===== src/crs_pkg.sv =====
`timescale 1ns / 1ps

package crs_pkg;

  // Reply window: offsets 14 to 49 of the reply report.
  localparam int unsigned REPLY_FIRST = 14;
  localparam int unsigned REPLY_COUNT = 36;
  localparam int unsigned CNT_W       = 6;

  // Flash read length cap and the width of the capped length.
  localparam int unsigned MAX_READ = 29;
  localparam int unsigned REQ_W    = 5;

  // Depth of the command queue between front and back.
  localparam int unsigned CMD_DEPTH = 2;

  // Subcommand codes.
  localparam logic [7:0] SUB_DEVICE_INFO = 8'h02;
  localparam logic [7:0] SUB_SET_MODE    = 8'h03;
  localparam logic [7:0] SUB_ELAPSED     = 8'h04;
  localparam logic [7:0] SUB_FLASH_READ  = 8'h10;
  localparam logic [7:0] SUB_LIGHTS      = 8'h30;
  localparam logic [7:0] SUB_IMU         = 8'h40;
  localparam logic [7:0] SUB_VIBRATION   = 8'h48;

  // Report modes that a mode request may select.
  localparam logic [7:0] MODE_STANDARD = 8'h30;
  localparam logic [7:0] MODE_SIMPLE   = 8'h3f;

  // Ack codes.
  localparam logic [7:0] ACK_PLAIN  = 8'h80;
  localparam logic [7:0] ACK_INFO   = 8'h82;
  localparam logic [7:0] ACK_TIME   = 8'h83;
  localparam logic [7:0] ACK_FLASH  = 8'h90;
  localparam logic [7:0] ACK_NONE   = 8'h00;

  // Reply kinds, decided by the front.
  localparam logic [2:0] KIND_GENERIC     = 3'd0;
  localparam logic [2:0] KIND_DEVINFO     = 3'd1;
  localparam logic [2:0] KIND_ELAPSED     = 3'd2;
  localparam logic [2:0] KIND_FLASH       = 3'd3;
  localparam logic [2:0] KIND_FLASH_SHORT = 3'd4;

  // Flash overlay tables.
  localparam logic [2:0] TBL_NONE         = 3'd0;
  localparam logic [2:0] TBL_STICK_CAL    = 3'd1;
  localparam logic [2:0] TBL_STICK_RIGHT  = 3'd2;
  localparam logic [2:0] TBL_MOTION       = 3'd3;
  localparam logic [2:0] TBL_COLORS       = 3'd4;
  localparam logic [2:0] TBL_FACTORY      = 3'd5;
  localparam logic [2:0] TBL_STICK_PARAMS = 3'd6;

  // Flash addresses with known contents.
  localparam logic [31:0] ADDR_STICK_CAL    = 32'h0000_603d;
  localparam logic [31:0] ADDR_STICK_RIGHT  = 32'h0000_6046;
  localparam logic [31:0] ADDR_MOTION       = 32'h0000_6020;
  localparam logic [31:0] ADDR_COLORS       = 32'h0000_6050;
  localparam logic [31:0] ADDR_FACTORY      = 32'h0000_6080;
  localparam logic [31:0] ADDR_STICK_PARAMS = 32'h0000_6098;

  localparam logic [7:0] STICK_CAL [25] = '{
    8'hf0, 8'h07, 8'h7f, 8'hf0, 8'h07, 8'h7f, 8'hf0, 8'h07, 8'h7f,
    8'hf0, 8'h07, 8'h7f, 8'hf0, 8'h07, 8'h7f, 8'hf0, 8'h07, 8'h7f,
    8'h0f, 8'h0f, 8'h00, 8'h00, 8'h00, 8'h00, 8'h00};
  localparam logic [7:0] FACTORY_PARAMS [24] = '{
    8'h5e, 8'h01, 8'h00, 8'h00, 8'hf1, 8'h0f, 8'h19, 8'hd0,
    8'h4c, 8'hae, 8'h40, 8'he1, 8'h00, 8'h00, 8'h00, 8'h00,
    8'h00, 8'h00, 8'hff, 8'hff, 8'hff, 8'hff, 8'hff, 8'hff};
  localparam logic [7:0] STICK_PARAMS [18] = '{
    8'h19, 8'hd0, 8'h4c, 8'hae, 8'h40, 8'he1, 8'h00, 8'h00, 8'h00,
    8'h00, 8'h00, 8'h00, 8'hff, 8'hff, 8'hff, 8'hff, 8'hff, 8'hff};
  // Offsets 0, 16384 (1 g), 0 and 13371 per axis, little-endian.
  localparam logic [7:0] MOTION_CAL [24] = '{
    8'h00, 8'h00, 8'h00, 8'h00, 8'h00, 8'h00,
    8'h00, 8'h40, 8'h00, 8'h40, 8'h00, 8'h40,
    8'h00, 8'h00, 8'h00, 8'h00, 8'h00, 8'h00,
    8'h3b, 8'h34, 8'h3b, 8'h34, 8'h3b, 8'h34};
  localparam logic [7:0] BODY_COLORS [12] = '{
    8'h32, 8'h32, 8'h32, 8'hff, 8'hff, 8'hff,
    8'hff, 8'hff, 8'hff, 8'hff, 8'hff, 8'hff};
  localparam logic [7:0] ELAPSED_TIME [9] = '{
    8'h00, 8'h6a, 8'h01, 8'hbb, 8'h01, 8'h93, 8'h01, 8'h95, 8'h01};
  localparam logic [7:0] DEVINFO_HEAD [4] = '{8'h03, 8'h48, 8'h03, 8'h02};
  localparam logic [7:0] DEVINFO_TAIL [2] = '{8'h01, 8'h02};

  typedef struct packed {
    logic [7:0]  body_length;
    logic [7:0]  subcommand;
    logic [31:0] param_word;
    logic [7:0]  read_length;
  } in_t;

  typedef struct packed {
    logic [7:0] reply_byte;
    logic [5:0] byte_offset;
    logic       last_byte;
    logic [7:0] mode_now;
    logic [7:0] lights_now;
    logic       imu_on;
    logic       vibration_on;
  } out_t;

  // State after a request, carried with its reply.
  typedef struct packed {
    logic [7:0] mode;
    logic [7:0] lights;
    logic       imu;
    logic       vibration;
  } snap_t;

  // One classified request as handed from front to back.
  typedef struct packed {
    logic [2:0]       kind;
    logic [7:0]       subcommand;
    logic [31:0]      param_word;
    logic [REQ_W-1:0] req;
    logic [2:0]       tbl;
    snap_t            snap;
  } cmd_t;

  // Overlay byte j of a flash table: bit 8 says the table covers j.
  function automatic logic [8:0] flash_table(input logic [2:0] tbl, input logic [4:0] j);
    logic [8:0] r;
    r = '0;
    unique case (tbl)
      TBL_STICK_CAL: begin
        if (j < 5'd25) r = {1'b1, STICK_CAL[j]};
      end
      TBL_STICK_RIGHT: begin
        if (j < 5'd9) r = {1'b1, STICK_CAL[5'(j + 5'd9)]};
      end
      TBL_MOTION: begin
        if (j < 5'd24) r = {1'b1, MOTION_CAL[j]};
      end
      TBL_COLORS: begin
        if (j < 5'd12) r = {1'b1, BODY_COLORS[j[3:0]]};
      end
      TBL_FACTORY: begin
        if (j < 5'd24) r = {1'b1, FACTORY_PARAMS[j]};
      end
      TBL_STICK_PARAMS: begin
        if (j < 5'd18) r = {1'b1, STICK_PARAMS[j]};
      end
      default: r = '0;
    endcase
    return r;
  endfunction

endpackage


===== src/crs_front.sv =====
`timescale 1ns / 1ps

module crs_front (
  input  logic          clk,
  input  logic          rst_n,
  input  logic          in_push,
  input  crs_pkg::in_t  in_data,
  output logic          in_full,
  input  logic          q_full,
  output logic          q_push,
  output crs_pkg::cmd_t q_cmd
);
  import crs_pkg::*;

  logic [7:0] mode_r, mode_nxt;
  logic [7:0] lights_r, lights_nxt;
  logic       imu_r, imu_nxt;
  logic       vib_r, vib_nxt;
  logic       accept;
  logic       long_enough;
  logic       has_arg;
  logic [7:0] arg;
  logic [REQ_W-1:0] req;

  assign in_full     = q_full;
  assign accept      = in_push && !q_full;
  assign long_enough = in_data.body_length >= 8'd10;
  assign has_arg     = in_data.body_length >= 8'd11;
  assign arg         = in_data.param_word[7:0];
  assign req         = (in_data.read_length > 8'(MAX_READ)) ? REQ_W'(MAX_READ)
                                                            : in_data.read_length[REQ_W-1:0];

  // Requests shorter than ten body bytes are dropped without a reply.
  assign q_push = accept && long_enough;

  always_comb begin
    mode_nxt   = mode_r;
    lights_nxt = lights_r;
    imu_nxt    = imu_r;
    vib_nxt    = vib_r;
    q_cmd.kind       = KIND_GENERIC;
    q_cmd.subcommand = in_data.subcommand;
    q_cmd.param_word = in_data.param_word;
    q_cmd.req        = req;
    q_cmd.tbl        = TBL_NONE;
    unique case (in_data.subcommand)
      SUB_DEVICE_INFO: q_cmd.kind = KIND_DEVINFO;
      SUB_ELAPSED:     q_cmd.kind = KIND_ELAPSED;
      SUB_SET_MODE: begin
        if (has_arg && (arg == MODE_STANDARD || arg == MODE_SIMPLE)) mode_nxt = arg;
      end
      SUB_LIGHTS: begin
        if (has_arg) lights_nxt = arg;
      end
      SUB_IMU: begin
        if (has_arg) imu_nxt = arg != 8'd0;
      end
      SUB_VIBRATION: begin
        if (has_arg) vib_nxt = arg != 8'd0;
      end
      SUB_FLASH_READ: begin
        if (in_data.body_length >= 8'd15) begin
          q_cmd.kind = KIND_FLASH;
        end else begin
          q_cmd.kind = KIND_FLASH_SHORT;
        end
      end
      default: q_cmd.kind = KIND_GENERIC;
    endcase
    unique case (in_data.param_word)
      ADDR_STICK_CAL:    q_cmd.tbl = TBL_STICK_CAL;
      ADDR_STICK_RIGHT:  q_cmd.tbl = TBL_STICK_RIGHT;
      ADDR_MOTION:       q_cmd.tbl = TBL_MOTION;
      ADDR_COLORS:       q_cmd.tbl = (req >= REQ_W'(12)) ? TBL_COLORS : TBL_NONE;
      ADDR_FACTORY:      q_cmd.tbl = TBL_FACTORY;
      ADDR_STICK_PARAMS: q_cmd.tbl = TBL_STICK_PARAMS;
      default:           q_cmd.tbl = TBL_NONE;
    endcase
    q_cmd.snap.mode      = mode_nxt;
    q_cmd.snap.lights    = lights_nxt;
    q_cmd.snap.imu       = imu_nxt;
    q_cmd.snap.vibration = vib_nxt;
  end

  always_ff @(posedge clk) begin
    if (!rst_n) begin
      mode_r   <= MODE_STANDARD;
      lights_r <= '0;
      imu_r    <= 1'b0;
      vib_r    <= 1'b0;
    end else if (q_push) begin
      mode_r   <= mode_nxt;
      lights_r <= lights_nxt;
      imu_r    <= imu_nxt;
      vib_r    <= vib_nxt;
    end
  end

endmodule


===== src/crs_cmd_queue.sv =====
`timescale 1ns / 1ps

module crs_cmd_queue (
  input  logic          clk,
  input  logic          rst_n,
  input  logic          push,
  input  crs_pkg::cmd_t push_cmd,
  output logic          full,
  input  logic          pop,
  output logic          head_valid,
  output crs_pkg::cmd_t head_cmd
);
  import crs_pkg::*;

  localparam int unsigned PTR_W = (CMD_DEPTH > 1) ? $clog2(CMD_DEPTH) : 1;
  localparam int unsigned CNT_QW = $clog2(CMD_DEPTH + 1);

  cmd_t              slot_r [CMD_DEPTH];
  logic [PTR_W-1:0]  wr_ptr_r, wr_ptr_nxt;
  logic [PTR_W-1:0]  rd_ptr_r, rd_ptr_nxt;
  logic [CNT_QW-1:0] count_r, count_nxt;
  logic              do_push, do_pop;

  assign full       = count_r == CNT_QW'(CMD_DEPTH);
  assign head_valid = count_r != '0;
  assign head_cmd   = slot_r[rd_ptr_r];
  assign do_push    = push && !full;
  assign do_pop     = pop && head_valid;

  always_comb begin
    wr_ptr_nxt = wr_ptr_r;
    rd_ptr_nxt = rd_ptr_r;
    count_nxt  = count_r;
    if (do_push) begin
      wr_ptr_nxt = (wr_ptr_r == PTR_W'(CMD_DEPTH - 1)) ? '0 : wr_ptr_r + 1'b1;
    end
    if (do_pop) begin
      rd_ptr_nxt = (rd_ptr_r == PTR_W'(CMD_DEPTH - 1)) ? '0 : rd_ptr_r + 1'b1;
    end
    if (do_push && !do_pop) begin
      count_nxt = count_r + 1'b1;
    end else if (do_pop && !do_push) begin
      count_nxt = count_r - 1'b1;
    end
  end

  always_ff @(posedge clk) begin
    if (!rst_n) begin
      wr_ptr_r <= '0;
      rd_ptr_r <= '0;
      count_r  <= '0;
    end else begin
      wr_ptr_r <= wr_ptr_nxt;
      rd_ptr_r <= rd_ptr_nxt;
      count_r  <= count_nxt;
    end
  end

  always_ff @(posedge clk) begin
    if (do_push) begin
      slot_r[wr_ptr_r] <= push_cmd;
    end
  end

endmodule


===== src/crs_back.sv =====
`timescale 1ns / 1ps

module crs_back (
  input  logic          clk,
  input  logic          rst_n,
  input  logic [47:0]   dev_addr,
  input  logic          head_valid,
  input  crs_pkg::cmd_t head_cmd,
  output logic          q_pop,
  output crs_pkg::out_t out_data,
  output logic          out_empty,
  input  logic          out_pop
);
  import crs_pkg::*;

  logic [CNT_W-1:0] cnt_r, cnt_nxt;
  logic             out_valid_r, out_valid_nxt;
  out_t             out_r, out_nxt;
  logic             load;
  logic             last;
  logic [5:0]       off;
  logic [7:0]       byte_v;
  logic [2:0]       ai;
  logic [1:0]       pi;
  logic [3:0]       ei;
  logic [4:0]       fj;
  logic [8:0]       tb;

  assign last      = cnt_r == CNT_W'(REPLY_COUNT - 1);
  assign load      = head_valid && (!out_valid_r || out_pop);
  assign q_pop     = load && last;
  assign off       = 6'(REPLY_FIRST) + cnt_r;
  assign out_data  = out_r;
  assign out_empty = !out_valid_r;

  always_comb begin
    ai = 3'(off - 6'd20);
    pi = 2'(off - 6'd16);
    ei = 4'(off - 6'd16);
    fj = 5'(off - 6'd21);
    tb = flash_table(head_cmd.tbl, fj);
    byte_v = '0;
    unique case (head_cmd.kind)
      KIND_GENERIC: begin
        if (off == 6'd14) byte_v = ACK_PLAIN;
        else if (off == 6'd15) byte_v = head_cmd.subcommand;
      end
      KIND_DEVINFO: begin
        if (off == 6'd14) byte_v = ACK_INFO;
        else if (off == 6'd15) byte_v = head_cmd.subcommand;
        else if (off <= 6'd19) byte_v = DEVINFO_HEAD[pi];
        else if (off <= 6'd25) byte_v = dev_addr[{ai, 3'b000} +: 8];
        else if (off <= 6'd27) byte_v = DEVINFO_TAIL[off[0]];
      end
      KIND_ELAPSED: begin
        if (off == 6'd14) byte_v = ACK_TIME;
        else if (off == 6'd15) byte_v = head_cmd.subcommand;
        else if (off <= 6'd24) byte_v = ELAPSED_TIME[ei];
      end
      KIND_FLASH: begin
        if (off == 6'd14) byte_v = ACK_FLASH;
        else if (off == 6'd15) byte_v = SUB_FLASH_READ;
        else if (off <= 6'd19) byte_v = head_cmd.param_word[{pi, 3'b000} +: 8];
        else if (off == 6'd20) byte_v = 8'(head_cmd.req);
        else if (fj < head_cmd.req) byte_v = tb[8] ? tb[7:0] : 8'hff;
      end
      KIND_FLASH_SHORT: begin
        if (off == 6'd14) byte_v = ACK_NONE;
        else if (off == 6'd15) byte_v = SUB_FLASH_READ;
      end
      default: byte_v = '0;
    endcase
  end

  always_comb begin
    cnt_nxt       = cnt_r;
    out_valid_nxt = out_valid_r;
    out_nxt       = out_r;
    if (load) begin
      cnt_nxt               = last ? '0 : cnt_r + 1'b1;
      out_valid_nxt         = 1'b1;
      out_nxt.reply_byte    = byte_v;
      out_nxt.byte_offset   = off;
      out_nxt.last_byte     = last;
      out_nxt.mode_now      = head_cmd.snap.mode;
      out_nxt.lights_now    = head_cmd.snap.lights;
      out_nxt.imu_on        = head_cmd.snap.imu;
      out_nxt.vibration_on  = head_cmd.snap.vibration;
    end else if (out_pop) begin
      out_valid_nxt = 1'b0;
    end
  end

  always_ff @(posedge clk) begin
    if (!rst_n) begin
      cnt_r       <= '0;
      out_valid_r <= 1'b0;
    end else begin
      cnt_r       <= cnt_nxt;
      out_valid_r <= out_valid_nxt;
    end
  end

  always_ff @(posedge clk) begin
    out_r <= out_nxt;
  end

endmodule


===== src/controller_subcommand_responder.sv =====
`timescale 1ns / 1ps

// Controller subcommand responder.
// Input channel: a request transaction (body length, subcommand, parameter word,
// read length) is taken when in_push is high and in_full is low. Requests with
// fewer than ten body bytes are consumed silently and produce no reply.
// Result channel: every other request produces 36 reply bytes, offsets 14 to 49
// in order, the last one flagged by last_byte. A byte is presented while
// out_empty is low and is taken when out_pop is high. Each byte also carries the
// kept mode, lights, motion and vibration state as left by its request.
// An accepted request enters a two-entry command queue between the classifier
// and the reply generator, which then registers the reply bytes in the output
// register, one reply byte per cycle while the receiver takes them. The queue
// lets further requests be accepted while a reply is still streaming. If the
// receiver stalls, the current byte holds in the output register and in_full
// rises once the queue is taken up.
// Configuration: cfg_data, the six-byte device address, is written when
// cfg_valid and cfg_ready are high; cfg_ready is always high. Write it only
// while no reply is pending.
// Reset (synchronous, rst_n low) clears the address and the queue, sets the
// report mode to 0x30 and clears lights, motion and vibration.
module controller_subcommand_responder (
  input  logic          clk,
  input  logic          rst_n,
  input  logic          in_push,
  input  crs_pkg::in_t  in_data,
  output logic          in_full,
  output crs_pkg::out_t out_data,
  output logic          out_empty,
  input  logic          out_pop,
  input  logic          cfg_valid,
  output logic          cfg_ready,
  input  logic [47:0]   cfg_data
);
  import crs_pkg::*;

  logic [47:0] dev_addr_r;
  logic        q_push;
  logic        q_full;
  logic        q_pop;
  logic        head_valid;
  cmd_t        push_cmd;
  cmd_t        head_cmd;

  // The address register takes a write in any cycle.
  assign cfg_ready = 1'b1;

  always_ff @(posedge clk) begin
    if (!rst_n) begin
      dev_addr_r <= '0;
    end else if (cfg_valid && cfg_ready) begin
      dev_addr_r <= cfg_data;
    end
  end

  // Front: takes requests, updates the kept state and classifies the reply.
  crs_front u_front (
    .clk     (clk),
    .rst_n   (rst_n),
    .in_push (in_push),
    .in_data (in_data),
    .in_full (in_full),
    .q_full  (q_full),
    .q_push  (q_push),
    .q_cmd   (push_cmd)
  );

  // Short queue of classified commands.
  crs_cmd_queue u_queue (
    .clk        (clk),
    .rst_n      (rst_n),
    .push       (q_push),
    .push_cmd   (push_cmd),
    .full       (q_full),
    .pop        (q_pop),
    .head_valid (head_valid),
    .head_cmd   (head_cmd)
  );

  // Back: streams the 36 reply bytes of the command at the head of the queue.
  crs_back u_back (
    .clk        (clk),
    .rst_n      (rst_n),
    .dev_addr   (dev_addr_r),
    .head_valid (head_valid),
    .head_cmd   (head_cmd),
    .q_pop      (q_pop),
    .out_data   (out_data),
    .out_empty  (out_empty),
    .out_pop    (out_pop)
  );

endmodule

===== config.mk =====
export PLATFORM = sky130hd
export DESIGN_NAME = controller_subcommand_responder
export DESIGN_NICKNAME = d
export VERILOG_FILES = /design/src/crs_pkg.sv /design/src/crs_front.sv /design/src/crs_cmd_queue.sv /design/src/crs_back.sv /design/src/controller_subcommand_responder.sv
export SDC_FILE = /design/constraint.sdc
export NUM_CORES = 1
export LEC_CHECK = 0
export BUFFER_PORTS_ARGS = -buffer_cell sky130_fd_sc_hd__buf_4
export CAP_MARGIN = 10
export CORE_AREA = 2 2 190 192
export DETAILED_ROUTE_END_ITERATION = 16
export DIE_AREA = 0 0 192 194
export PLACE_DENSITY = 0.59
export SYNTH_ARGS = -nofsm -noshare
export SYNTH_HDL_FRONTEND = slang
export SYNTH_SLANG_ARGS = --single-unit

===== constraint.sdc =====
create_clock -name clk -period 17.74 [get_ports clk]
set_input_delay 3.548 -clock clk [delete_from_list [all_inputs] [get_ports clk]]
set_output_delay 3.548 -clock clk [all_outputs]
set_load 0.005 [all_outputs]

### Yosys cells after proc, flatten, opt, wreduce, memory -nomap -nowiden

Memory sizes are Yosys's and may differ from the RTL's. A register that Yosys moved wholly into a read port is not among the register bits.
Index checks and enable logic that the tools add are counted.

| storage, ports and cells | value |
|---|---|
| word-level logic and storage cells | 184 |
| register bits | 110 |
| bits of input ports | 109 |
| ROM bits | 1536 |
| output and inout port bits | 36 |
| memories | 8 |
| memory bits (writable) | 138 |

Memory list:

| name | words | width | rd ports | clocked after Yosys merged registers in | write ports | RTL line | text |
|---|---|---|---|---|---|---|---|
| (no name shown) | 32 | 8 | 1 | 0 | 0 | crs_pkg.sv:130 | `if (j < 5'd9) r = {1'b1, STICK_CAL[5'(j + 5'd9)]};` |
| (no name shown) | 32 | 8 | 1 | 0 | 0 | crs_pkg.sv:127 | `if (j < 5'd25) r = {1'b1, STICK_CAL[j]};` |
| (no name shown) | 32 | 8 | 1 | 0 | 0 | crs_pkg.sv:133 | `if (j < 5'd24) r = {1'b1, MOTION_CAL[j]};` |
| (no name shown) | 32 | 8 | 1 | 0 | 0 | crs_pkg.sv:139 | `if (j < 5'd24) r = {1'b1, FACTORY_PARAMS[j]};` |
| (no name shown) | 32 | 8 | 1 | 0 | 0 | crs_pkg.sv:142 | `if (j < 5'd18) r = {1'b1, STICK_PARAMS[j]};` |
| u_queue.slot_r | 2 | 69 | 1 | 1 | 1 | crs_cmd_queue.sv:18 | `cmd_t slot_r [CMD_DEPTH];` |
| +2 memories | - | - | - | - | - | - |  |

| operators by class | value |
|---|---|
| mux-type cells | 70 |
| bitwise operators | 6 |
| add/sub/neg operators | 10 |
| equality and inequality tests | 30 |
| reductions and logical operators | 20 |
| shift-type cells | 2 |
| order comparisons | 21 |

Operator list:

| operator | count |
|---|---|
| 2-to-1 mux 8 bit | 39 |
| equality test 32 x 15 -> 1 bit (second input constant) | 6 |
| 2-to-1 mux 9 bit | 6 |
| one-hot mux 9 bit (6 select lines) | 1 |
| variable part select 48 x 7 -> 8 bit | 1 |
| one-hot mux 8 bit (5 select lines) | 1 |
| variable part select 32 x 6 -> 8 bit | 1 |
| equality test 8 x 6 -> 1 bit (second input constant) | 3 |
| >= comparator 8 x 4 -> 1 bit (second input constant) | 3 |
| less-or-equal comparator 6 x 5 -> 1 bit (second input constant) | 4 |
| one-hot mux 3 bit (6 select lines) | 1 |
| binary-select mux 8 bit (select 2 bit) | 1 |
| equality test 8 x 2 -> 1 bit (second input constant) | 2 |
| equality test 8 x 7 -> 1 bit (second input constant) | 2 |
| < comparator 5 bit (second input constant) | 3 |
| equality test 3 x 2 -> 1 bit (second input constant) | 4 |
| equality test 3 bit (second input constant) | 4 |
| equality test 6 x 4 -> 1 bit (second input constant) | 2 |
| >= comparator 6 bit (second input constant) | 2 |
| 2-to-1 mux 1 bit | 12 |
| NOT 5 -> 6 bit | 2 |
| >= comparator 5 bit (second input constant) | 2 |
| < comparator 5 x 4 -> 1 bit (second input constant) | 2 |
| 2-to-1 mux 5 bit | 2 |
| 33 further kinds | 53 |

### Logic depth before layout (Yosys ltp)

Gate-level depths: netlist (run 1).

| depth | value |
|---|---|
| word-level depth | 16 |
| mapped depth | 19 |

### Hierarchy

From an unflattened synthesis (run 1), not the netlist that was laid out.

| unflattened totals | value |
|---|---|
| cell total of the unflattened synthesis | 1097 |
| area, all modules | 13108.8 um2 |

By module, submodules not included:

| module | area each (um2) | cells an instance | times used | seq. area each (um2) |
|---|---|---|---|---|
| crs_cmd_queue | 5253.8 | 240 | 1 | 4244.1 |
| crs_back | 4257.8 | 493 | 1 | 1131.1 |
| controller_subcommand_responder | 1856.8 | 157 | 1 | 960.9 |
| crs_front | 1740.4 | 207 | 1 | 360.3 |

### Worst setup path before layout (run 1)

No wires, ideal clock.

| path | value |
|---|---|
| kind | input -> register |
| start point | input port in_data[50] (netlist bit) |
| end point | memory u_queue.slot_r[0][0] (netlist bit) (enable) |
| path slack | 9368 ps |
| cell stages on the path | 4 |
| data arrival time | 7866 ps |
| required time | 17234 ps |
| library setup time | 506 ps |
| path buffers | 1 |
| cell sequence | o21ai_0 -> a211oi_1 -> clkbuf_1 -> nor2b_1 |

| on the way | value |
|---|---|
| word-level cells in the longest chain between the ends | 5 |

RTL lines:

| what | RTL line | text |
|---|---|---|
| start, declared | controller_subcommand_responder.sv:26 | `input crs_pkg::in_t in_data,` |
| >= comparator 8 x 4 -> 1 bit | crs_front.sv:27 | `assign long_enough = in_data.body_length >= 8'd10;` |
| logical AND 1 bit | crs_front.sv:34 | `assign q_push = accept && long_enough;` |
| logical AND 1 bit | crs_cmd_queue.sv:27 | `assign do_push = push && !full;` |
| via u_queue.do_push | crs_cmd_queue.sv:22 | `logic do_push, do_pop;` |
| 2-to-1 mux 1 bit | crs_cmd_queue.sv:60 | `if (do_push) begin` |
| 2-to-1 mux 1 bit (not written as such) | crs_cmd_queue.sv:61 | `slot_r[wr_ptr_r] <= push_cmd;` |
| end, declared | crs_cmd_queue.sv:18 |  |

The timed path passes the listed nets, and every way through them passes these cells.

### Worst setup path after layout (run 1)

| path | value |
|---|---|
| start point | register u_back.cnt_r[2] |
| end point | register u_back.out_r (netlist bit u_back.out_data[29]), data pin |

| on the way | value |
|---|---|
| word-level cells in the longest chain between the ends | 16 |

RTL lines:

| what | RTL line | text |
|---|---|---|
| start, declared | crs_back.sv:16 | `logic [CNT_W-1:0] cnt_r, cnt_nxt;` |
| start signal, assigned | crs_back.sv:99 | `cnt_r <= cnt_nxt;` |
| adder 4 x 6 -> 6 bit * | crs_back.sv:32 | `assign off = 6'(REPLY_FIRST) + cnt_r;` |
| subtractor 5 bit | crs_back.sv:40 | `fj = 5'(off - 6'd21);` |
| adder 5 x 4 -> 5 bit | crs_pkg.sv:130 |  |
| NOT 5 -> 6 bit (not written as such) | crs_pkg.sv:130 |  |
| memory (32 x 8 bit) | - |  |
| 2-to-1 mux 8 bit (not written as such) (2 in series) | crs_pkg.sv:130 |  |
| 2-to-1 mux 9 bit | crs_pkg.sv:130 |  |
| one-hot mux 9 bit (6 select lines) | crs_pkg.sv:125 | `unique case (tbl)` |
| 2-to-1 mux 8 bit (2 in series) | crs_back.sv:65 | `else if (fj < head_cmd.req) byte_v = tb[8] ? tb[7:0] : 8'hff;` |
| 2-to-1 mux 8 bit | crs_back.sv:64 | `else if (off == 6'd20) byte_v = 8'(head_cmd.req);` |
| 2-to-1 mux 8 bit | crs_back.sv:63 | `else if (off <= 6'd19) byte_v = head_cmd.param_word[{pi, 3'b000} +: 8];` |
| 2-to-1 mux 8 bit | crs_back.sv:62 | `else if (off == 6'd15) byte_v = SUB_FLASH_READ;` |
| 2-to-1 mux 8 bit | crs_back.sv:61 | `if (off == 6'd14) byte_v = ACK_FLASH;` |
| one-hot mux 8 bit (5 select lines) * | crs_back.sv:43 | `unique case (head_cmd.kind)` |
| via u_back.byte_v[4] | crs_back.sv:22 | `logic [7:0] byte_v;` |
| end signal, assigned | crs_back.sv:105 | `out_r <= out_nxt;` |
| end, declared | crs_back.sv:18 | `out_t out_r, out_nxt;` |

The timed path passes the listed nets; every way through them passes the cells marked *. The select of a mux whose other input is x is not followed.
A chain may end at the register's enable or synchronous reset.

==> results of run 1 <==
==> worst paths after layout <==
| kind | slack, ns | from | cells after the start | endpoint |
|---|---|---|---|---|
| setup / recovery | 11.90 | u_back.cnt_r[2] | 14 | u_back.out_data[29] |
| hold / removal | 0.44 | u_front.mode_r[4] | 1 | u_front.mode_r[4] |
| setup reg to reg | 11.90 | u_back.cnt_r[2] | 14 | u_back.out_data[29] |
| hold reg to reg | 0.44 | u_front.mode_r[4] | 1 | u_front.mode_r[4] |
==> flip-flops by register name (all words and copies together) (netlist names), 2 cells and up, named ones only <==
register / count
u_front.lights_r: 8
dev_addr_r: 48
u_back.cnt_r: 6
u_front.mode_r: 8
u_queue.slot_r: 138
u_back.out_data: 33
u_queue.count_r: 2
==> worst max-delay path, stage by stage (launching register included) <==
cell,delay [ns]
dfxtp_1,0.47
inv_1,0.21
ha_1,0.96
inv_1,0.54
ha_1,0.46
buf_4,0.32
inv_1,0.23
ha_1,0.52
mux2i_1,0.12
mux2i_1,0.20
a31oi_1,0.11
a211oi_1,0.56
o211a_1,0.27
a21oi_1,0.07
or4_1,0.52
==> Yosys cell counts, types with 6 or more instances <==
| library cell | instances | area share (%) |
|---|---|---|
| a211oi_1 | 10 | 0.61 |
| a21oi_1 | 50 | 2.0 |
| a31oi_1 | 11 | 0.56 |
| and2_1 | 11 | 0.56 |
| and3_1 | 6 | 0.31 |
| buf_1 | 8 | 0.25 |
| buf_2 | 6 | 0.25 |
| clkbuf_1 | 43 | 1.3 |
| dfxtp_1 | 78 | 13 |
| edfxtp_1 | 171 | 42 |
| ha_1 | 20 | 2.0 |
| inv_1 | 17 | 0.52 |
| mux2_2 | 43 | 4.0 |
| mux2i_1 | 91 | 7.5 |
| mux4_2 | 21 | 3.9 |
| nand2_1 | 66 | 2.0 |
| nand2b_1 | 11 | 0.56 |
| nand3_1 | 23 | 0.94 |
| nand4_1 | 6 | 0.31 |
| nor2_1 | 45 | 1.4 |
| nor2b_1 | 68 | 3.5 |
| nor3_1 | 18 | 0.74 |
| nor4_1 | 14 | 0.72 |
| o211ai_1 | 6 | 0.37 |
| o21ai_0 | 34 | 1.4 |
| o22ai_1 | 9 | 0.46 |
| o31ai_1 | 6 | 0.37 |
| xnor2_1 | 10 | 0.72 |
==> cells by family after synthesis <==
group	Yosys count	share of synthesized area [%]
other cells	1	0.0307
flops	249	54.8
compound gates	187	9.99
simple gates	313	14.0
mux	155	15.3
buf+inv	78	2.61
fa+ha+maj	20	2.05
xor+xnor	16	1.27
==> metal layers <==
metal	track usage, %	up-vias	part of all wire [%]
li1	-	4123	-
met1	25.0	4382	46
met2	28.1	252	47
met3	2.46	55	5.2
met4	5.15	0	2.6
met5	0	-	0
==> cell type report <==
cell class,instances,area (µm²)
flip-flops and latches,249,6700
inverters,18,67.6
well taps,461,577
clock buffers,35,768
repair buffers,157,1180
multi-input cells,692,5230
clock inverters,19,234
fillers,3367,20500
==> through the flow <==
step,std cells,total power [mW]
4_1_cts,1631,1.75
5_1_grt,1631,1.82
2_1_floorplan,1019,0.977
3_3_place_gp,1577,1.13
3_5_place_dp,1577,1.13
6_report,1631,1.74
==> power by group through the flow <==
stage          registers, mW  logic (mW)  clock network, mW
3_5_place_dp           0.709       0.422                  0
2_1_floorplan          0.710       0.268                  0
6_report               0.697       0.427              0.616
5_1_grt                0.701       0.460              0.655
4_1_cts                0.697       0.424              0.632
3_3_place_gp           0.708       0.424                  0
==> impl_metrics.yaml, run 1 <==
routing:
  vias: 8812
  viasPerCell: 5.40
  wl_um: 33400
  firstDrtPassIters: 5
  ant_nets: 0
  drt_iter0_markers: 605
  drcViolationCount: 0
  avgRoutedWirePerCell_um: 20.5
timing:
  worst_slack_ns: 11.90
  tightest_slew_ns: 1.01
  fmax_mhz: 171
  period_minus_slack_ns: 5.84
  max-slew-margin-rel_pct: 32.3
  timing.hold.ws_ns: 0.437
  final-setup-viol-count: 0
  fin_crit_sh_pct: 32.9
  final_max_slew_viol_count: 0
  rsz0062_at_grt: "no"
  hold_violations: 0
  final.setup.tns_ns: 0
  fin_worst_skew_ns: 0.0105
power:
  combPwrFrac_pct: 24.6
  ir_drop_v: 0.0000684
  swShare_pct: 30.2
  p_int_mw: 1.21
  p_leak_nw: 5.32
  seqPwrFrac_pct: 40.0
  power.share.clock_pct: 35.4
  p_sw_mw: 0.526
  p_per_area_mw_per_mm2: 118
cts:
  cts_buffers: 29
  hold_buffers: 0
  cts.sinks: 249
  cts_setup_buffers: 0
  cts_max_path_buffers: 3
  cts_tree: "built"
  clk_latency_ns: 0.56
  cts_resized: 0
  cts_root_buf: "clkbuf_16"
  clk_pin_slew_worst_paths_ns: 0.06
  htreeDepth: 1
critical_path:
  crit_arrival_ns: 6.12
  crit_path_end_kind: "register"
  worstSetupPathType: "register to register"
  worstPathRequired_ns: 18.02
  crit_fanout: 32
  startpoint_type: "register"
finish:
  utilization_pct: 41.9
  fin_area_mm2: 0.0148
  drive_gt1_share_pct: 24.7
  finalNetCount: 1276
  layout_common_cells: "171 x edfxtp_1, 157 x buf_4, 91 x mux2i_1, 76 x dfxtp_1, 67 x nor2b_1"
  syn_to_final_growth_pct: 20.8
  n_antenna_cell: 0
  final_common_cell: "edfxtp_1"
global_routing:
  antenna_found_initial: 0
  grt_use_total_pct: 17.7
  grt_pass1_vias: 8698
  gr-total-overflow: 0
  grt_max_degree: 73
  grt_pass1_wl_um: 50800
yosys:
  async_reset_ff_share_pct: 0
  synth_seq_area_share_pct: 54.8
  avgSynthCellArea_um2: 12.0
  synth-seq-cells: 249
  ys_types: 76
  ys_warn_count: 0
  synth-edff-count: 171
  netlist_area_mm2: 0.0122
  syn-num-nets: 1148
  synthCells: 1019
  synth_flop_cell: "edfxtp_1"
status:
  status: "completed"
placed_design:
  place_ws_ns: 11.60
  dp_hpwl_um: 23300
  place.gp.congestion: 0.855
  postPlaceCellArea_mm2: 0.0138
  port_buffers: 143
die:
  core_mm2: 0.0352
  die_x_um: 192
  start_util_pct: 34.7
  ios: 145
  die-area_mm2: 0.0372
  placementRows: 69
  die_y_um: 194
min_path:
  hold_path_class: "register to register"
flow_run:
  cap_violations: 0
Power figures use the tool's default switching activity.
==> run 2, diff against run 1 <==
==> constraint.sdc (replaced) <==
create_clock -name clk -period 5.8 [get_ports clk]
set_input_delay 1.16 -clock clk [delete_from_list [all_inputs] [get_ports clk]]
set_output_delay 1.16 -clock clk [all_outputs]
set_load 0.005 [all_outputs]
==> run 2 against run 1 <==
Net effect:
- die area unchanged
- first-iteration DRC count increased by 11%
- sequential cell count unchanged
- routed wire length increased by 0.25%
- sequential share of layout area increased by 0.15 points
- critical path depth decreased by 2
==> impl_metrics.yaml, run 2 (same netlist as run 1, synthesis figures left out) <==
cts:
  cts_buffers: 26
  cts.sinks: 249
  cts_setup_buffers: 0
  cts_root_buf: "clkbuf_16"
  cts_resized: 0
  hold_buffers: 0
  htreeDepth: 1
  cts_tree: "built"
  cts_max_path_buffers: 3
  clk_latency_ns: 0.53
  clk_pin_slew_worst_paths_ns: 0.06
critical_path:
  slowest_delay_ns: 0.60
  crit_path_end_kind: "register"
  worstPathRequired_ns: 6.08
  startpoint_type: "register"
  cp_slowest_cell: "ha_1"
  crit_arrival_ns: 4.94
  crit_fanout: 33
  worstSetupPathType: "register to register"
  path_cells: "buf_4 -> ha_1 -> inv_1 -> ha_1 -> buf_4 -> nor2_1 -> nand2_1 -> a221oi_1 -> nand2_1 -> and4_1 -> or4_1 -> a311o_1"
  r2r_slack_ns: 1.13
timing:
  final.setup.tns_ns: 0
  rsz0062_at_grt: "no"
  fin_crit_sh_pct: 80.5
  hold_violations: 0
  timing.hold.ws_ns: 0.428
  period_minus_slack_ns: 4.67
  fin_worst_skew_ns: 0.00751
  final-setup-viol-count: 0
  final_max_slew_viol_count: 0
  fmax_mhz: 214
  tightest_slew_ns: 0.979
  max-slew-margin-rel_pct: 34.4
routing:
  ant_nets: 0
  avgRoutedWirePerCell_um: 20.6
  drcViolationCount: 0
  firstDrtPassIters: 8
  wl_um: 33500
  drt_iter0_markers: 674
  viasPerCell: 5.36
  vias: 8710
global_routing:
  antenna_found_initial: 0
  grt_pass1_vias: 8522
  grt_pass1_wl_um: 51100
  gr-total-overflow: 0
  grt_max_degree: 73
  grt_use_total_pct: 17.7
die:
  ios: 145
  die_y_um: 194
  placementRows: 69
  die_x_um: 192
  core_mm2: 0.0352
  die-area_mm2: 0.0372
  start_util_pct: 34.7
power:
  fin_total_pwr_mw: 5.29
  ir_drop_v: 0.000209
  p_per_area_mw_per_mm2: 359
  p_leak_nw: 5.28
finish:
  finalNetCount: 1273
  final_common_cell: "edfxtp_1"
  layout_common_cells: "171 x edfxtp_1, 157 x buf_4, 91 x mux2i_1, 76 x dfxtp_1, 67 x nor2b_1"
  n_antenna_cell: 0
  instances_no_fill: 1625
  utilization_pct: 41.8
  syn_to_final_growth_pct: 20.4
  regMostFlops: "u_queue.slot_r"
  drive_gt1_share_pct: 24.1
  largest_reg_flops: 138
placed_design:
  dp_cells: 1577
  place.gp.congestion: 0.872
  port_buffers: 143
  dp_hpwl_um: 23800
min_path:
  hold_path_class: "register to register"
status:
  status: "completed"
flow_run:
  cap_violations: 0
## run 2: changes by cell type in the layout (fill, tap and decap cells not counted), sizes merged
| cell | change |
|---|---|
| bufinv | +3 |
| clkinv | -1 |
| inv | -5 |
| clkbuf | -3 |
## run 2: per-stage QoR
step           cell area, µm²  worst slack [ns]
2_1_floorplan           12200             0.771
3_3_place_gp            13800              1.34
3_5_place_dp            13800              1.23
4_1_cts                 14700              1.20
5_1_grt                 14700             0.864
6_report                14700              1.13
## run 2: final timing paths
check,endpoint,start,cells past startpoint
max,u_back.out_data[25],u_back.cnt_r[1],12
min,u_front.mode_r[5],u_front.mode_r[5],1
max reg2reg,u_back.out_data[25],u_back.cnt_r[1],12
min reg2reg,u_front.mode_r[5],u_front.mode_r[5],1
## run 2: final cells by class
type,instances,area (µm²)
Clock buffer,32,683
Clock inverter,16,270
Fill cell,3320,20500
Inverter,18,67.6
Multi-Input combinational cell,692,5230
Sequential cell,249,6700
Tap cell,461,577
Timing Repair Buffer,157,1180
## run 2: metal layers
layer,GRT usage (%),part of all wire [%],routed length (µm),up-vias
met5,0,0,0,-
met3,1.88,5.1,1690,35
met4,4.10,1.6,536,0
li1,-,-,-,4121
met2,29.1,48,16000,268
met1,25.3,46,15300,4286
## run 2: report_power, final
group / total (mW) / internal [mW] / switching (mW)
Combinational: 1.31 / 0.497 / 0.815
Sequential: 2.14 / 2.08 / 0.0582
Clock: 1.84 / 1.15 / 0.684
## run 2: worst max-delay path: cells and delay by family, from the launching register on
family                   cells  cell delay, ns
adder cells (fa/ha/maj)      2            0.98
buffers and inverters        3            0.78
AO/OA/AOI/OAI                2            0.86
flip-flops                   1            0.33
AND/OR/NAND/NOR              5            1.44
==> run 3, diff against run 2 <==
==> constraint.sdc (replaced) <==
create_clock -name clk -period 4.75 [get_ports clk]
set_input_delay 0.95 -clock clk [delete_from_list [all_inputs] [get_ports clk]]
set_output_delay 0.95 -clock clk [all_outputs]
set_load 0.005 [all_outputs]
==> run 3 against run 2 <==
Net effect:
- clock skew increased by 0.013 ns
- die area is the same
- sequential share of layout area shrank 0.17 points
- global-route usage grew 0.36 points
- critical path type unchanged
- highest routed layer unchanged
==> impl_metrics.yaml, run 3 (same netlist as run 1, synthesis figures left out) <==
die:
  ios: 145
  placementRows: 69
  start_util_pct: 34.7
  die_x_um: 192
  die_y_um: 194
  core_mm2: 0.0352
  die-area_mm2: 0.0372
placed_design:
  port_buffers: 143
  place.gp.congestion: 0.877
  dp_hpwl_um: 23900
cts:
  hold_buffers: 0
  cts.sinks: 249
  cts_resized: 0
  cts_tree: "built"
  clk_pin_slew_worst_paths_ns: 0.06
  cts_setup_buffers: 0
  htreeDepth: 1
  cts_buffers: 27
  clk_latency_ns: 0.56
  cts_root_buf: "clkbuf_16"
  cts_max_path_buffers: 3
global_routing:
  grt_pass1_vias: 8719
  gr-total-overflow: 0
  antenna_found_initial: 0
  grt_max_degree: 73
  grt_use_total_pct: 18.1
  grt_pass1_wl_um: 51900
routing:
  avgRoutedWirePerCell_um: 20.7
  drcViolationCount: 0
  vias: 8700
  drt_iter0_markers: 728
  viasPerCell: 5.33
  ant_nets: 0
  firstDrtPassIters: 5
  wl_um: 33800
timing:
  max-slew-margin-rel_pct: 31.9
  fin_worst_skew_ns: 0.0209
  final-setup-viol-count: 0
  period_minus_slack_ns: 4.05
  tightest_slew_ns: 1.02
  final.setup.tns_ns: 0
  rsz0062_at_grt: "no"
  fin_crit_sh_pct: 85.3
  fmax_mhz: 247
  timing.hold.ws_ns: 0.430
  hold_violations: 0
  final_max_slew_viol_count: 0
finish:
  syn_to_final_growth_pct: 20.8
  largest_reg_flops: 138
  layout_common_cells: "171 x edfxtp_1, 160 x buf_4, 91 x mux2i_1, 76 x dfxtp_1, 67 x nor2b_1"
  finalNetCount: 1278
  final_common_cell: "edfxtp_1"
  regMostFlops: "u_queue.slot_r"
  area.sequential_mm2: 0.00670
  n_antenna_cell: 0
  multiInputGateArea_mm2: 0.00523
  drive_gt1_share_pct: 24.9
  fillers: 3355
critical_path:
  crit_path_end_kind: "register"
  crit_arrival_ns: 4.35
  worstSetupPathType: "register to register"
  worstPathRequired_ns: 5.05
  startpoint_type: "register"
  crit_fanout: 8
power:
  p_leak_nw: 5.31
  p_per_area_mw_per_mm2: 440
  ir_drop_v: 0.000266
flow_run:
  cap_violations: 0
min_path:
  hold_path_class: "register to register"
status:
  status: "completed"
## run 3: cell count changes in the layout (fill, tap and decap cells not counted), sizes merged
cell      delta
bufinv       -2
buf          +4
clkinvlp     +3
clkbuf       -2
inv          +3
## run 3: cell type report
cell class | count | area share, %
multi-input cells | 692 | 35.4
flip-flops and latches | 249 | 45.4
well taps | 461 | 3.91
inverters | 18 | 0.458
clock inverters | 20 | 1.75
clock buffers | 30 | 4.79
repair buffers | 161 | 8.27
## run 3: layer usage
layer,GRT usage (%),vias to the layer above,wire [µm],share of wire (%)
met3,1.83,51,1560,4.6
met5,0,-,0,0
met4,4.33,0,665,2.0
li1,-,4120,-,-
met1,25.7,4264,15500,46
met2,29.7,265,16100,48
## run 3: worst max-delay path, stage by stage, from the launching register on
cell and delay [ns]:
dfxtp_1 0.47, inv_1 0.17, ha_1 0.33, inv_1 0.06, ha_1 0.33, inv_1 0.23, ha_1 0.39, mux2i_1 0.17
mux2i_1 0.23, a31oi_1 0.13, a211oi_1 0.46, o211a_1 0.24, a21oi_1 0.07, or4_1 0.52
## run 3: final timing paths
| kind | cells past startpoint | slack (ns) | startpoint | end |
|---|---|---|---|---|
| setup / recovery | 13 | 0.70 | u_back.cnt_r[2] | u_back.out_data[29] |
| hold / removal | 1 | 0.43 | u_front.mode_r[4] | u_front.mode_r[4] |
| setup reg to reg | 13 | 0.70 | u_back.cnt_r[2] | u_back.out_data[29] |
| hold reg to reg | 1 | 0.43 | u_front.mode_r[4] | u_front.mode_r[4] |
## run 3: report_power, final
part / total [mW] / internal [mW] / switching (mW)
Combinational: 1.63 / 0.620 / 1.01
Clock: 2.26 / 1.36 / 0.900
Sequential: 2.61 / 2.54 / 0.0685
## run 3: per-stage QoR
stage | setup slack [ns] | area, µm² | power (mW) | util [%] | instances
finish | 0.698 | 14800 | 6.49 | 41.9 | 1631
global route | 0.518 | 14800 | 6.78 | 41.9 | 1631
CTS | 0.790 | 14800 | 6.54 | 41.9 | 1631
detailed placement | 0.801 | 13800 | 4.26 | 39.2 | 1581
global placement | 0.877 | 13800 | 4.27 | 39.2 | 1581
floorplan | 0.130 | 12200 | 3.65 | - | 1019
